$ cat src/eta_pkg.sv
`default_nettype none
package eta_pkg;

  // Field and register widths.
  localparam int unsigned AttemptW = 10;
  localparam int unsigned CountW   = 8;
  localparam int unsigned TicksW   = 16;
  localparam int unsigned SumW     = 24;
  localparam int unsigned FracW    = 8;
  localparam int unsigned MeanW    = 24;
  localparam int unsigned DvdW     = SumW + FracW;
  localparam int unsigned CfgIdxW  = 2;
  localparam int unsigned CfgDataW = 10;

  // One quotient bit per divider step.
  localparam int unsigned DivSteps = DvdW;
  localparam int unsigned StepW    = $clog2(DivSteps);

  // Register values after reset.
  localparam logic [AttemptW-1:0] MaxAttemptsRst = AttemptW'(300);
  localparam logic [CountW-1:0]   TargetRst      = CountW'(100);
  localparam logic [CountW-1:0]   MinRst         = CountW'(10);

  typedef enum logic [CfgIdxW-1:0] {
    CFG_MAX_ATTEMPTS = 2'd0,
    CFG_TARGET       = 2'd1,
    CFG_MIN          = 2'd2
  } cfg_reg_t;

  typedef enum logic [2:0] {
    ST_IDLE = 3'b001,
    ST_DIV  = 3'b010,
    ST_LOAD = 3'b100
  } ctrl_state_t;

  // Commands from the controller to the datapath.
  typedef struct packed {
    logic take_word;
    logic div_step;
    logic load_out;
  } eta_cmd_t;

  // Status from the datapath to the controller.
  typedef struct packed {
    logic run_done;
  } eta_status_t;

endpackage
`default_nettype wire

$ cat src/eta_ctrl.sv
`default_nettype none
module eta_ctrl import eta_pkg::*; (
  input  wire logic        clk,
  input  wire logic        rst,
  input  wire logic        attempt_valid,
  output logic             attempt_stall,
  output logic             result_valid,
  input  wire logic        result_stall,
  input  wire eta_status_t status,
  output eta_cmd_t         cmd
);

  ctrl_state_t      state, state_next;
  logic [StepW-1:0] step, step_next;
  logic             result_valid_next;

  always_comb begin
    state_next        = state;
    step_next         = step;
    cmd               = '0;
    result_valid_next = result_valid && result_stall;
    unique case (state)
      ST_IDLE: begin
        if (attempt_valid) begin
          cmd.take_word = 1'b1;
          if (status.run_done) begin
            state_next = ST_DIV;
            step_next  = '0;
          end
        end
      end
      ST_DIV: begin
        cmd.div_step = 1'b1;
        step_next    = step + StepW'(1);
        if (step == StepW'(DivSteps - 1)) begin
          state_next = ST_LOAD;
        end
      end
      ST_LOAD: begin
        // The output register is free when empty or being emptied now.
        if (!result_valid || !result_stall) begin
          cmd.load_out      = 1'b1;
          result_valid_next = 1'b1;
          state_next        = ST_IDLE;
        end
      end
      default: begin
        state_next = ST_IDLE;
      end
    endcase
  end

  assign attempt_stall = (state != ST_IDLE);

  always_ff @(posedge clk) begin
    if (rst) begin
      state        <= ST_IDLE;
      step         <= '0;
      result_valid <= 1'b0;
    end else begin
      state        <= state_next;
      step         <= step_next;
      result_valid <= result_valid_next;
    end
  end

endmodule
`default_nettype wire

$ cat src/eta_dpath.sv
`default_nettype none
module eta_dpath import eta_pkg::*; (
  input  wire logic                clk,
  input  wire logic                rst,
  input  wire logic                cfg_we,
  input  wire logic [CfgIdxW-1:0]  cfg_index,
  input  wire logic [CfgDataW-1:0] cfg_data,
  input  wire logic                echo_seen,
  input  wire logic [TicksW-1:0]   echo_ticks,
  input  wire eta_cmd_t            cmd,
  output eta_status_t              status,
  output logic [MeanW-1:0]         mean_ticks,
  output logic [CountW-1:0]        good_count,
  output logic                     enough
);

  logic [AttemptW-1:0] max_attempts;
  logic [CountW-1:0]   target_successes;
  logic [CountW-1:0]   min_successes;

  logic [AttemptW-1:0] attempts_left, attempts_next;
  logic [CountW-1:0]   success_total, success_next;
  logic [SumW-1:0]     tick_sum, tick_sum_next;

  logic [DvdW-1:0]     dvd;
  logic [CountW-1:0]   divisor;
  logic [CountW-1:0]   rem;
  logic                div_enough;
  logic [CountW:0]     rem_sh;
  logic [CountW:0]     rem_diff;
  logic                q_bit;

  always_ff @(posedge clk) begin
    if (rst) begin
      max_attempts     <= MaxAttemptsRst;
      target_successes <= TargetRst;
      min_successes    <= MinRst;
    end else if (cfg_we) begin
      unique case (cfg_index)
        CFG_MAX_ATTEMPTS: max_attempts     <= cfg_data[AttemptW-1:0];
        CFG_TARGET:       target_successes <= cfg_data[CountW-1:0];
        CFG_MIN:          min_successes    <= cfg_data[CountW-1:0];
        default: begin
        end
      endcase
    end
  end

  // Run totals as they stand after the offered attempt.
  always_comb begin
    attempts_next = (attempts_left != '0) ? attempts_left - AttemptW'(1) : '0;
    success_next  = success_total + CountW'(echo_seen);
    tick_sum_next = tick_sum + (echo_seen ? SumW'(echo_ticks) : '0);
  end

  assign status.run_done = (success_next >= target_successes) || (attempts_next == '0);

  always_ff @(posedge clk) begin
    if (rst) begin
      attempts_left <= MaxAttemptsRst;
      success_total <= '0;
      tick_sum      <= '0;
    end else if (cmd.take_word) begin
      if (status.run_done) begin
        attempts_left <= max_attempts;
        success_total <= '0;
        tick_sum      <= '0;
      end else begin
        attempts_left <= attempts_next;
        success_total <= success_next;
        tick_sum      <= tick_sum_next;
      end
    end
  end

  // Restoring divider: one quotient bit per step, the quotient shifting in
  // behind the dividend.
  always_comb begin
    rem_sh   = {rem, dvd[DvdW-1]};
    rem_diff = rem_sh - {1'b0, divisor};
    q_bit    = (rem_sh >= {1'b0, divisor});
  end

  always_ff @(posedge clk) begin
    if (cmd.take_word && status.run_done) begin
      dvd        <= {tick_sum_next, FracW'(0)};
      divisor    <= success_next;
      rem        <= '0;
      div_enough <= (success_next > min_successes) && (success_next != '0);
    end else if (cmd.div_step) begin
      dvd <= {dvd[DvdW-2:0], q_bit};
      rem <= q_bit ? rem_diff[CountW-1:0] : rem_sh[CountW-1:0];
    end
  end

  always_ff @(posedge clk) begin
    if (cmd.load_out) begin
      mean_ticks <= div_enough ? dvd[MeanW-1:0] : '0;
      good_count <= divisor;
      enough     <= div_enough;
    end
  end

endmodule
`default_nettype wire

$ cat src/echo_time_averager.sv
// An attempt that does not end its run produces no word.
// An attempt that ends its run yields a result word after the divide and the load.
// Throughput: one attempt per cycle within a run; a run end holds the input through
// the divide (32 divider steps, one quotient bit a cycle) and the load, longer
// while an earlier word still waits. Reset: synchronous, active high; registers 300/100/10.
`default_nettype none
module echo_time_averager import eta_pkg::*; (
  input  wire logic                clk,
  input  wire logic                rst,
  // Configuration write port.
  input  wire logic                cfg_we,
  input  wire logic [CfgIdxW-1:0]  cfg_index,
  input  wire logic [CfgDataW-1:0] cfg_data,
  // Attempt channel.
  input  wire logic                attempt_valid,
  output logic                     attempt_stall,
  input  wire logic                echo_seen,
  input  wire logic [TicksW-1:0]   echo_ticks,
  // Result channel.
  output logic                     result_valid,
  input  wire logic                result_stall,
  output logic [MeanW-1:0]         mean_ticks,
  output logic [CountW-1:0]        good_count,
  output logic                     enough
);

  // The controller sequences word intake, the divide and the output load.
  // The datapath holds the configuration, the run totals, the divider and
  // the output register. A finished result may sit in the output register
  // while the next run's attempts are already being taken; the controller
  // waits before loading only if that earlier word has still not gone.

  eta_cmd_t    cmd;
  eta_status_t status;

  eta_ctrl u_ctrl (
    .clk           (clk),
    .rst           (rst),
    .attempt_valid (attempt_valid),
    .attempt_stall (attempt_stall),
    .result_valid  (result_valid),
    .result_stall  (result_stall),
    .status        (status),
    .cmd           (cmd)
  );

  eta_dpath u_dpath (
    .clk        (clk),
    .rst        (rst),
    .cfg_we     (cfg_we),
    .cfg_index  (cfg_index),
    .cfg_data   (cfg_data),
    .echo_seen  (echo_seen),
    .echo_ticks (echo_ticks),
    .cmd        (cmd),
    .status     (status),
    .mean_ticks (mean_ticks),
    .good_count (good_count),
    .enough     (enough)
  );

endmodule
`default_nettype wire
$ cat config.mk
export PLATFORM = sky130hd
export DESIGN_NAME = echo_time_averager
export DESIGN_NICKNAME = d
export VERILOG_FILES = /design/src/eta_pkg.sv /design/src/eta_ctrl.sv /design/src/eta_dpath.sv /design/src/echo_time_averager.sv
export SDC_FILE = /design/constraint.sdc
export NUM_CORES = 1
export LEC_CHECK = 0
export BUFFER_PORTS_ARGS = -buffer_cell sky130_fd_sc_hd__buf_2
export CAP_MARGIN = 15
export CORE_UTILIZATION = 60
export CTS_BUF_LIST = sky130_fd_sc_hd__clkbuf_4 sky130_fd_sc_hd__clkbuf_8
export CTS_CLUSTER_SIZE = 20
export DETAILED_ROUTE_END_ITERATION = 16
export PLACE_DENSITY = 0.82
export SLEW_MARGIN = 20
export SYNTH_ARGS = -nofsm -noshare
export SYNTH_HDL_FRONTEND = slang
export SYNTH_SLANG_ARGS = --single-unit
$ cat constraint.sdc
create_clock -name clk -period 7 [get_ports clk]
set_input_delay 1.05 -clock clk [delete_from_list [all_inputs] [get_ports clk]]
set_output_delay 1.05 -clock clk [all_outputs]
set_load 0.005 [all_outputs]
# Word level (Yosys, flattened, before mapping)
# Index checks and enable logic that the tools add are counted.
word_totals:
  inputBits: 34
  out_inout_bits: 35
  regBits: 159
op_classes:
  reduce_logical: 18
  muxes: 23
  n_eq_ne: 11
  n_lt_le_gt_ge: 3
  addsub: 5
ops:
  columns: ["operator", "count"]
  rows:
  - ["2-to-1 mux 32 bit", 2]
  - ["adder 24 bit", 1]
  - ["2-to-1 mux 24 bit", 1]
  - ["2-to-1 mux 10 bit", 2]
  - ["2-to-1 mux 16 bit", 1]
  - ["2-to-1 mux 8 bit", 2]
  - ["2-to-1 mux 3 bit", 4]
  - ["logical NOT 10 bit", 1]
  - ["2-to-1 mux 5 bit", 2]
  - ["case mux 5 bit (2 select lines)", 1]
  - ["nonzero test 10 bit", 1]
  - ["subtractor 10 x 1 -> 10 bit, second input constant", 1]
  - [">= comparator 9 x 8 -> 1 bit", 1]
  - ["case mux 3 bit (3 select lines)", 1]
  - ["adder 8 x 1 -> 8 bit", 1]
  - [">= comparator 8 bit", 1]
  - ["greater-than comparator 8 bit", 1]
  - ["nonzero test 8 bit", 1]
  - ["subtractor 8 bit", 1]
  - ["2-to-1 mux 1 bit", 7]
  - ["inequality test 2 x 1 -> 1 bit, second input constant", 3]
  - ["AND reduction 2 bit", 3]
  - ["adder 5 x 1 -> 5 bit, second input constant", 1]
  - ["== test 5 bit, second input constant", 1]
  - ["14 further kinds", 19]

# Logic depth before layout (Yosys ltp)
logic_depth:
  word_depth: 7
  depth_mapped: 15
  mapped_depth_nobuf: 14

# Modules after synthesis
# From an unflattened synthesis, not the netlist that was laid out.
unflattened:
  hier_cells: 889
  hier_area_um2: 8498.2
by_module_without_submodules:
  columns: ["module", "cells_per_inst", "area_per_inst_um2", "instances"]
  rows:
  - ["eta_dpath", 836, 8010.2, 1]
  - ["eta_ctrl", 53, 488.0, 1]

# Worst setup path after synthesis
# OpenSTA, ideal clock, no wires.
synth_path:
  kind: "in2reg"
  from: "input port echo_seen"
  to: "register u_dpath.dvd[10] (enable)"
  setup_ns: 0.425
  t_arrival_ns: 3.618
  path_stages: 12
  required_time_ns: 6.575
  slack_ns: 2.957
  path_cell_list: "ha_1 -> and3_1 -> nand3_1 -> xnor2_1 -> ha_1 -> a21oi_1 -> o21ai_0 -> a21oi_1 -> o41ai_4 -> nand2_2 -> clkbuf_1 -> nand2_1"
synth_via:
  elab_chain_len: 5
synth_lines:
  columns: ["item", "line", "rtl"]
  rows:
  - ["start, declared", "echo_time_averager.sv:17", "input wire logic echo_seen,"]
  - ["adder 8 x 1 -> 8 bit", "eta_dpath.sv:52", "success_next = success_total + CountW'(echo_seen);"]
  - ["via u_dpath.success_next[7]", "eta_dpath.sv:22", "logic [CountW-1:0] success_total, success_next;"]
  - [">= comparator 8 bit", "eta_dpath.sv:56", "assign status.run_done = (success_next >= target_successes) || (attempts_next == '0);"]
  - ["logical OR 1 bit", "eta_dpath.sv:56", null]
  - ["logical AND 1 bit", "eta_dpath.sv:85", "if (cmd.take_word && status.run_done) begin"]
  - ["nonzero test 2 bit (no line)", null, null]
  - ["end signal, assigned", "eta_dpath.sv:86", "dvd <= {tick_sum_next, FracW'(0)};"]
  - ["end signal, assigned", "eta_dpath.sv:91", "dvd <= {dvd[DvdW-2:0], q_bit};"]
  - ["end, declared", "eta_dpath.sv:25", "logic [DvdW-1:0] dvd;"]
# The timed path passes the listed nets, and every way through them passes these cells.
# A chain may end at the register's enable or synchronous reset.

# Worst setup path in the final report
layout_path:
  from: "input port echo_seen"
  to: "register u_dpath.dvd[16] (enable)"
# Same word-level chain as after synthesis.

==> results.md <==
Finish:
- For this run, the post-layout net count is 964.
- After routing the design area is roughly 8900 sq um.
- After filler insertion, the fill cell instance count of the layout stands at 1,053.
- The final design utilization is 0.678.
- From synthesis to final layout, the design area changed by 10.5%.
- For this run, the number of standard cells in the final layout without fillers is 1,072.
- In the final layout, the share of cells above drive strength 1 is 0.140.
- The repair_antennas step left the layout with diodes totalling 0.

Routing:
- The routed metal-1 wire length is just under 8000 um.
- The post-route DRC violation count is 0.
- The routed wire length is roughly 16,000 um.
- In the detailed route, the total length drawn on met3 is 930 um.
- The count of nets left with antenna violations once routing finished came out at 0.
- In this run, the number of DRC markers left after iteration 0 of detailed routing was 385.
- The average vias per placed instance is around 5.8.
- The first TritonRoute pass finished after 5 iterations.
- The uppermost layer routed is met4.
- Wire segments on met2 add up to 7340 um in the final route.
- The overall via count from detail_route is 6,187.
- The routed wirelength normalized by instance count is ~15 um.

Worst setup path:
- STA classifies the critical path startpoint as a primary input.
- The setup slack of the worst register-to-register path is 2840 ps.
- In this run the worst path has a maximum fanout of 24.
- Data arrives at the worst endpoint at approximately 4600 ps.
- The number of cells on the worst reg-to-reg path is 11.
- Data on the critical path is required at its endpoint by around 7000 ps.
- The launch point of the worst reg-to-reg path is u_dpath.success_total[2]$_SDFFE_PP0P_.
- The worst setup path is of the primary input to flop kind.
- The endpoint identified for the worst register-to-register timing path is u_dpath.dvd[16]$_DFFE_PP_.
- The worst setup path is captured at a flop.

Clock tree:
- The count of cells resized by post-cts repair is 0.
- The clock tree from TritonCTS is built.
- The clock transition at the registers of the reported paths is 80 ps.
- In this run the post-CTS setup repair buffer count came out at 0.
- The maximum buffer depth of the clock tree is 2.
- The number of levels in the clock H-tree is 4.
- The tree built by TritonCTS fans out to between 150 and 200 sinks.
- The number of buffers added by the clock tree synthesis step is 17.
- The cell sitting at the root of the clock tree is a sky130_fd_sc_hd__clkbuf_8.
- The worst-skew pair later-pin latency is 470 ps.
- For this design, the CTS-stage hold fixing added 0 buffers.

Global route:
- The total congestion overflow is 0.
- Across every metal layer, demand over resource in global routing totals 0.247.
- The first global-routing pass estimated 27,100 um of wire.
- Entering global routing, the biggest net connects 59 pins.
- The number of global-route vias before repair is between 5,000 and 6,000.
- The number of antenna violations at the first check in global routing was 0.

Yosys:
- The proportion of register bits with asynchronous set or reset after synthesis is 0.
- The area share of the largest cell type after synthesis is 0.245.
- The number of nets handed over by synthesis was 908.
- Of the total synthesized cell area, the portion taken by AND, OR, NAND and NOR gates is 0.177.
- The number of warnings issued by yosys is 0.
- The share of the yosys chip area belonging to registers is 0.475.
- The post-synthesis instance area is 8090 sq um.
- The fraction of the mapped netlist area in compound gates is 0.178.
- The number of enable-type register cells in the synthesized netlist is 66.
- The number of distinct library cell variants in the gate-level netlist after synthesis is 63.
- The biggest area contributor in the post-synthesis netlist is sky130_fd_sc_hd__edfxtp_1.
- After synthesis, the largest family of logic cells by area is compound AO/OA/AOI/OAI gates.
- The portion of synthesized area spent on multiplexers is 0.0302.
- In this run the mean area of a mapped cell was 9.78 sq um.
- Synthesis produced a netlist whose cell count is 827.
- The parity-gate share of the synthesized area counting xor and xnor cells is 0.0292.
- In the post-synthesis netlist, the biggest area contributors are sky130_fd_sc_hd__edfxtp_1 (25%), sky130_fd_sc_hd__dfxtp_1 (23%), sky130_fd_sc_hd__ha_1 (7.0%).
- The most frequently used flop master after synthesis is sky130_fd_sc_hd__dfxtp_1.
- After synthesis the netlist holds a flip-flop and latch count of 159.
- The adder and majority cell fraction of the synthesized area is 0.0746.

Floorplanning:
- The core region is 13,200 sq um.
- The horizontal die dimension is 118 um.
- The die area is 13,900 sq um.
- The site row count is 42.
- The number of ports placed on the die boundary is just under 70.
- The die is 118 um tall.
- For this configuration, the core starts out at a cell density of 0.613.

Pwr:
- The total power divided by cell area is 208 nW/um^2.
- The total power after layout is 1.86 mW.
- For this design the static power due to leakage is 3.70 nW.
- The largest voltage drop on the vdd net is 0.134 mV.

Timing:
- The worst-case headroom to the max-slew limit is 0.314.
- Final hold analysis gives a worst-case slack of 457 ps.
- Setup repair after global routing left no endpoint under its margin.
- The final worst slack is about 2400 ps.
- The max-slew violation count is 0.
- At the pin with the least slew margin, the transition time is 1030 ps.
- The fmax is between 0.2 and 0.25 GHz.
- On the final layout, the worst clock skew is about 13 ps.
- The share of the clock period used by the worst path is 0.651.
- Setup violations remaining at the end of the flow were counted as 0.
- The smallest clock period supported by the final layout is computed as 4560 ps.
- The hold violation total from the final report is 0.
- The final total negative setup slack is 0 ps.

Place:
- The congestion estimate from routability-driven global placement came to around 0.93.
- The placed instance count is 1,040.
- The post-placement cell area is 8540 sq um.
- The sum of net half-perimeters after detailed placement is 11,600 um.
- The count of port buffers added during placement is 68.
- The setup slack at placement is about 1900 ps.

Run status:
- The run finished with clean final reports.

Min path:
- The destination of the worst hold path is u_dpath.target_successes[7]$_SDFFE_PP0P_.
- The beginning of the worst hold path is u_dpath.target_successes[7]$_SDFFE_PP0P_.
- Counting instances, the worst hold path has a depth of 2.
- The type of the tightest min-delay check is flop to flop.

Job:
- The number of maximum-capacitance constraint violations is 0.
## how the worst max path moves through the flow
stage / start / end / slack [ps] / cells after the start
after floorplan: echo_seen / u_dpath.dvd[10]$_DFFE_PP_ / 2960 / 12
after global placement: echo_seen / u_dpath.dvd[17]$_DFFE_PP_ / 2050 / 11
after detailed placement: echo_seen / u_dpath.dvd[19]$_DFFE_PP_ / 1940 / 11
after CTS: echo_seen / u_dpath.dvd[26]$_DFFE_PP_ / 2450 / 11
after global routing: echo_seen / u_dpath.dvd[30]$_DFFE_PP_ / 2040 / 11
final: echo_seen / u_dpath.dvd[16]$_DFFE_PP_ / 2440 / 11
## worst max-delay path, cell delays in order
cell	delay (ps)
sky130_fd_sc_hd__buf_2	250
sky130_fd_sc_hd__ha_1	240
sky130_fd_sc_hd__ha_1	250
sky130_fd_sc_hd__xor2_1	360
sky130_fd_sc_hd__ha_1	320
sky130_fd_sc_hd__a211oi_1	230
sky130_fd_sc_hd__o21ai_0	120
sky130_fd_sc_hd__a21oi_1	400
sky130_fd_sc_hd__o41ai_4	280
sky130_fd_sc_hd__nand2_2	390
sky130_fd_sc_hd__nand2_1	650
## kinds of logic after synthesis
logic type | count (synthesis)
AND/OR/NAND/NOR | 287
AO/OA/AOI/OAI | 213
flip-flops | 159
buffers and inverters | 71
adder cells (fa/ha/maj) | 47
XOR/XNOR | 27
multiplexers | 23
## flip-flops by register name, indices dropped and copies added (netlist names), 3 cells and up
register and flops:
u_dpath.rem 8, u_dpath.tick_sum 24, u_dpath.good_count 8, u_ctrl.step 5
u_ctrl.state 3, u_dpath.target_successes 8, u_dpath.mean_ticks 24, u_dpath.success_total 8
u_dpath.dvd 32, u_dpath.divisor 8, u_dpath.min_successes 8, u_dpath.attempts_left 10
u_dpath.max_attempts 10
## power breakdown
group	internal (mW)	total [mW]	switching (mW)
Combinational	0.0729	0.176	0.103
Clock	0.327	0.688	0.362
Sequential	0.978	0.994	0.0158
Total	1.38	1.86	0.481
## Yosys cell counts (18+ instances only)
| cell | instances |
|---|---|
| sky130_fd_sc_hd__dfxtp_1 | 93 |
| sky130_fd_sc_hd__nand2_1 | 87 |
| sky130_fd_sc_hd__edfxtp_1 | 66 |
| sky130_fd_sc_hd__nor2_1 | 55 |
| sky130_fd_sc_hd__o21ai_0 | 54 |
| sky130_fd_sc_hd__ha_1 | 45 |
| sky130_fd_sc_hd__a21oi_1 | 44 |
| sky130_fd_sc_hd__and2_1 | 42 |
| sky130_fd_sc_hd__inv_1 | 35 |
| sky130_fd_sc_hd__clkbuf_1 | 28 |
| sky130_fd_sc_hd__a22o_1 | 27 |
| sky130_fd_sc_hd__nand3_1 | 20 |
| sky130_fd_sc_hd__mux2i_1 | 18 |
## layer usage
| layer | track usage | vias up |
|---|---|---|
| met1 | 0.338 | 2873 |
| met2 | 0.387 | 186 |
| met5 | 0 | - |
| met3 | 0.0518 | 28 |
| li1 | - | 3100 |
| met4 | 0.0865 | 0 |
## area by class of cell
class	instances	area [sq um]	share of cell area
inverter	36	135	0.0151
timing repair buffer	72	370	0.0414
tap	176	220	0.0246
clock buffer	18	241	0.0270
multi-input combinational	597	3970	0.444
clock inverter	14	158	0.0176
sequential	159	3840	0.430
## cells in the final DEF, fill, tap and decap left out, types with 18 or more instances in the layout
master                      n
sky130_fd_sc_hd__a21oi_1   43
sky130_fd_sc_hd__inv_1     35
sky130_fd_sc_hd__buf_2     68
sky130_fd_sc_hd__nand3_1   20
sky130_fd_sc_hd__nor2_1    53
sky130_fd_sc_hd__edfxtp_1  66
sky130_fd_sc_hd__and2_1    42
sky130_fd_sc_hd__a22o_1    27
sky130_fd_sc_hd__mux2i_1   18
sky130_fd_sc_hd__ha_1      45
sky130_fd_sc_hd__dfxtp_1   93
sky130_fd_sc_hd__nand2_1   87
sky130_fd_sc_hd__o21ai_0   54
(Power assumes the default switching activity.)
